--- config.mk ---
export PLATFORM = sky130hd
export DESIGN_NAME = tlfs_ram
export DESIGN_NICKNAME = d
export VERILOG_FILES = /design/src/design/tlfs_ram.sv
export SDC_FILE = /design/constraint.sdc
export NUM_CORES = 1
export LEC_CHECK = 0
export BUFFER_PORTS_ARGS = -buffer_cell sky130_fd_sc_hd__clkbuf_2
export CELL_PAD_IN_SITES_DETAIL_PLACEMENT = 0
export CELL_PAD_IN_SITES_GLOBAL_PLACEMENT = 1
export CORE_MARGIN = 3
export CORE_UTILIZATION = 56
export CTS_CLUSTER_SIZE = 10
export DETAILED_ROUTE_END_ITERATION = 8
export GPL_TIMING_DRIVEN = 0
export PLACE_DENSITY_LB_ADDON = 0.1
export REMOVE_ABC_BUFFERS = 1
export SLEW_MARGIN = 20
export SYNTH_ARGS = -nofsm -noshare
export SYNTH_HDL_FRONTEND = slang
export SYNTH_SLANG_ARGS = --single-unit
--- constraint.sdc ---
create_clock -name clk -period 2.9 [get_ports clk]
set_input_delay 0.58 -clock clk [delete_from_list [all_inputs] [get_ports clk]]
set_output_delay 0.58 -clock clk [all_outputs]
set_load 0.1 [all_outputs]
--- src/design/tlfs_ram.sv ---
// ----------------------------------------------------------------------------
// tlfs_ram: generic simple dual-port RAM
// One write port and one read port with registered read data.
// ----------------------------------------------------------------------------
`default_nettype none

module tlfs_ram #(
  parameter int WIDTH = 8,
  parameter int DEPTH = 64
) (
  input  wire logic                     clk,
  input  wire logic                     we,
  input  wire logic [$clog2(DEPTH)-1:0] waddr,
  input  wire logic [WIDTH-1:0]         wdata,
  input  wire logic [$clog2(DEPTH)-1:0] raddr,
  output logic      [WIDTH-1:0]         rdata
);

  logic [WIDTH-1:0] mem [DEPTH];

  // Write port and registered read port.
  always_ff @(posedge clk) begin
    if (we) begin
      mem[waddr] <= wdata;
    end
    rdata <= mem[raddr];
  end

endmodule

`default_nettype wire

* After elaboration in Yosys (flattened, before gate mapping)
Memory sizes are Yosys's and may differ from the RTL's. A register that Yosys moved wholly into a read port is not among the register bits.
Cells that the tools add are included.
** Cells by class
- Multiplexer cells :: 2
** Operator list (count)
- $mux 1 :: 2
** Storage, ports and cells
- Memories :: 1
- Logic and storage cells :: 3
- Register bits :: 0
- RAM bits :: 512
** Memory list
- mem :: words 64, bits a word 8, read ports 1, clocked after memory_dff 1, wr ports 1, RTL line 19 : logic [WIDTH-1:0] mem [DEPTH];

* Depth between registers and ports, before layout
- Word-level depth :: 2
- Mapped depth :: 9
- Gate-level depth less buffers :: 5

* Worst setup path before layout
OpenSTA, ideal clock, no wires.
- Path type :: input to register
- Start :: in raddr[1]
- End :: reg rdata[3], read port of mem
- Library setup time :: 128 ps
- Arrival time :: 2120 ps
- Path buffers :: 3
- Required time :: 2772 ps
- Slack :: 652 ps
- Stages :: 7
- Cells stage by stage :: buf_4 > buf_2 > buf_2 > mux4_2 > mux4_2 > o21ai_1 > o41ai_1
** RTL lines
- from (decl) :: RTL line 15 : input wire logic [$clog2(DEPTH)-1:0] raddr,
- to (decl) :: RTL line 16 : output logic [WIDTH-1:0] rdata

==> impl_metrics.yaml <==
run_status:
  status: "complete, no violations"
place:
  gp_congestion: 0.795
  portBuffers: 29
  post-place-cells: 1377
  hpwl_mm: 24.5
  dpl-instance-area_sq_um: 20700
timing:
  fin_crit_ns: 2.66
  worstMarginPinSlew_ns: 1.08
  rsz0062_at_grt: "false"
  finClkSkew_ns: 0.0191
  setup_violations: 0
  min_period_over_period: 0.916
  relSlewSlack: 0.278
  max_freq_ghz: 0.377
  final-hold-violation-count: 0
  report.final.slew_viol_count: 0
critical_path:
  crit_chain: "clkbuf_8 -> buf_16 -> mux4_2 -> mux4_2 -> nor2_1 -> nor3_1 -> o2bb2ai_1"
  rr_startpoint: "mem[45][0]$_DFFE_PP_"
  path_max_fanout: 64
  cpPeakStageDelay_ns: 0.64
  critPathRequiredTime_ns: 3.33
  regToRegSetupSlack_ns: 0.49
  path_class: "input pin to flop"
  worstPathArrival_ns: 3.09
  reg2reg_depth: 4
  critPathBufInv: 2
  cp_num_cells: 7
  cp_top_family: "multiplexers"
  cp-start-kind: "input pin"
  timing.rr.end: "rdata[0]$_DFF_P_"
  cp-end-kind: "flop"
  crit_path_start: "raddr[0]"
  endpoint: "rdata[1]$_DFF_P_"
  slowest_stage: "mux4_2"
  cp_common_cell: "mux4_2"
die:
  start_util: 0.575
  die_x_microns: 196
  dieArea_sq_um: 38300
  core_sq_um: 35100
  die_h_microns: 196
  ioPinCount: 30
  rows: 68
clocking:
  clock_latency_ns: 0.60
  max-clock-path-buffers: 3
  cts-resized-gates: 0
  cts.htree.levels: 2
  clk_pin_slew_ns: 0.05
  cts_buffers: 58
  root_buffer: "clkbuf_16"
  cts_sinks: 520
  holdBufCountCts: 0
  post_cts_buffers: 0
  cts_tree: "built"
global_route:
  grt_start_max_net_pins: 80
  grt_pass1_vias: 9862
  grt_usage: 0.226
  antenna_found_initial: 3
  overflow: 0
  grt_pass1_wl_mm: 63.5
synth:
  syn_inst: 940
  synth_most_common_cell: "edfxtp_1"
  yosysWarnings: 0
  synth_edf_count: 512
  yosys.area.top_type: "edfxtp_1"
  synthTopCellsByArea: "edfxtp_1, mux4_2, nor2_1"
  synth-seq-cells: 520
  ys.flop_type: "edfxtp_1"
  synth_commonest_cells: "edfxtp_1, mux4_2, nor2_1, mux2i_1, nand2_1"
  ys_types: 40
  seq_area_frac_synth: 0.770
  syn_area_per_cell_sq_um: 21.5
  yosysTopAreaCellShare: 0.762
  async_flop_share: 0
  syn_area_sq_um: 20200
power_and_ir_drop:
  powerDensity_nw_per_um2: 699
  ir_worst_vdd_mv: 0.593
  power_frac_clock: 0.412
  p_int_mw: 12.3
  switchingPower_mw: 3.30
  swShare: 0.211
  p_leak_nw: 6.93
  pwr-share-comb: 0.054
  pwr-share-seq: 0.533
detailed_routing:
  drt_pass1_iterations: 5
  vias: 9460
  drc: 0
  ant_nets: 0
  avgViaCountPerCell: 6.37
  avgRoutedWirePerCell_microns: 28.4
  drt_iter0_drc: 842
  routed_wl_mm: 42.2
layout:
  fin_cells: 1484
  layout-drive-gt1-share: 0.232
  stdcell_area_sq_um: 22400
  fin_util: 0.639
  syn2layout_area_growth_pct: 11.0
  fin_nets: 1004
flow_run:
  cap_violations: 0
min_path:
  min_path_type: "input pin to flop"
-- cell type report --
cell class | instances | area (sq um)
antenna | 1 | 2.50
clock buffer | 101 | 1610
timing repair buffer | 33 | 302
clock inverter | 5 | 47.5
tap | 455 | 569
fill | 2348 | 12700
multi-input combinational | 369 | 4330
sequential | 520 | 15500
-- how the worst min path moves through the flow --
stage | endpoint | cells after the start | slack (ns) | startpoint
finish | mem[55][7]$_DFFE_PP_ | 1 | 0.52 | wdata[7]
global route | rdata[6]$_DFF_P_ | 3 | 0.53 | raddr[5]
CTS | rdata[3]$_DFF_P_ | 2 | 0.47 | raddr[5]
detailed placement | rdata[6]$_DFF_P_ | 3 | 0.82 | mem[27][6]$_DFFE_PP_
global placement | rdata[6]$_DFF_P_ | 3 | 0.82 | mem[26][6]$_DFFE_PP_
floorplan | mem[0][0]$_DFFE_PP_ | 0 | 0.68 | wdata[0]
-- power groups by stage --
stage	sequential, mW	clock (mW)	combinational, mW
after CTS	8.35	6.57	0.859
after detailed placement	8.50	0	0.857
after global routing	8.34	6.93	0.905
after global placement	8.50	0	0.874
final	8.34	6.45	0.850
after floorplan	8.60	0	0.322
-- cells by family (layout without fill, tap and decap cells) --
family          Yosys count  in the layout  synth area share
other cells               0              1                 0
flops                   520            520             0.770
mux                     162            162             0.159
buf+inv                  51            139            0.0157
simple gates            153            153            0.0339
compound gates           54             54            0.0207
-- flip-flops by register name, summed over array words and instances, names as in the netlist --
name / count
mem: 512
rdata: 8
-- cell usage in the layout, fill, tap and decap left out, drive strengths merged, types with 4 or more instances in the layout --
| master | n |
|---|---|
| a221oi | 6 |
| mux2i | 23 |
| o221ai | 8 |
| nor3 | 7 |
| nand2 | 19 |
| mux2 | 13 |
| edfxtp | 512 |
| nand2b | 7 |
| a211oi | 4 |
| mux4 | 126 |
| o21ai | 4 |
| buf | 7 |
| o22ai | 8 |
| nand3 | 13 |
| nor2b | 14 |
| clkbuf | 127 |
| dfxtp | 8 |
| nor2 | 83 |
-- metal layers --
metal / GRT usage / up-vias / part of all wire
met5: 0 / - / 0.00054
met4: 0.0652 / 4 / 0.025
met3: 0.0441 / 81 / 0.066
met2: 0.352 / 372 / 0.48
met1: 0.335 / 4978 / 0.43
li1: - / 4025 / -
-- through the flow --
step	setup TNS [ns]	setup slack [ns]	power [mW]	hold slack, ns
2_1_floorplan	0	0.959	8.92	0.679
3_3_place_gp	-28.77	-3.70	9.37	0.816
3_5_place_dp	-2.03	-0.363	9.36	0.824
4_1_cts	0	0.258	15.8	0.474
5_1_grt	0	0.169	16.2	0.529
6_report	0	0.244	15.6	0.523
(Power assumes the default switching activity.)
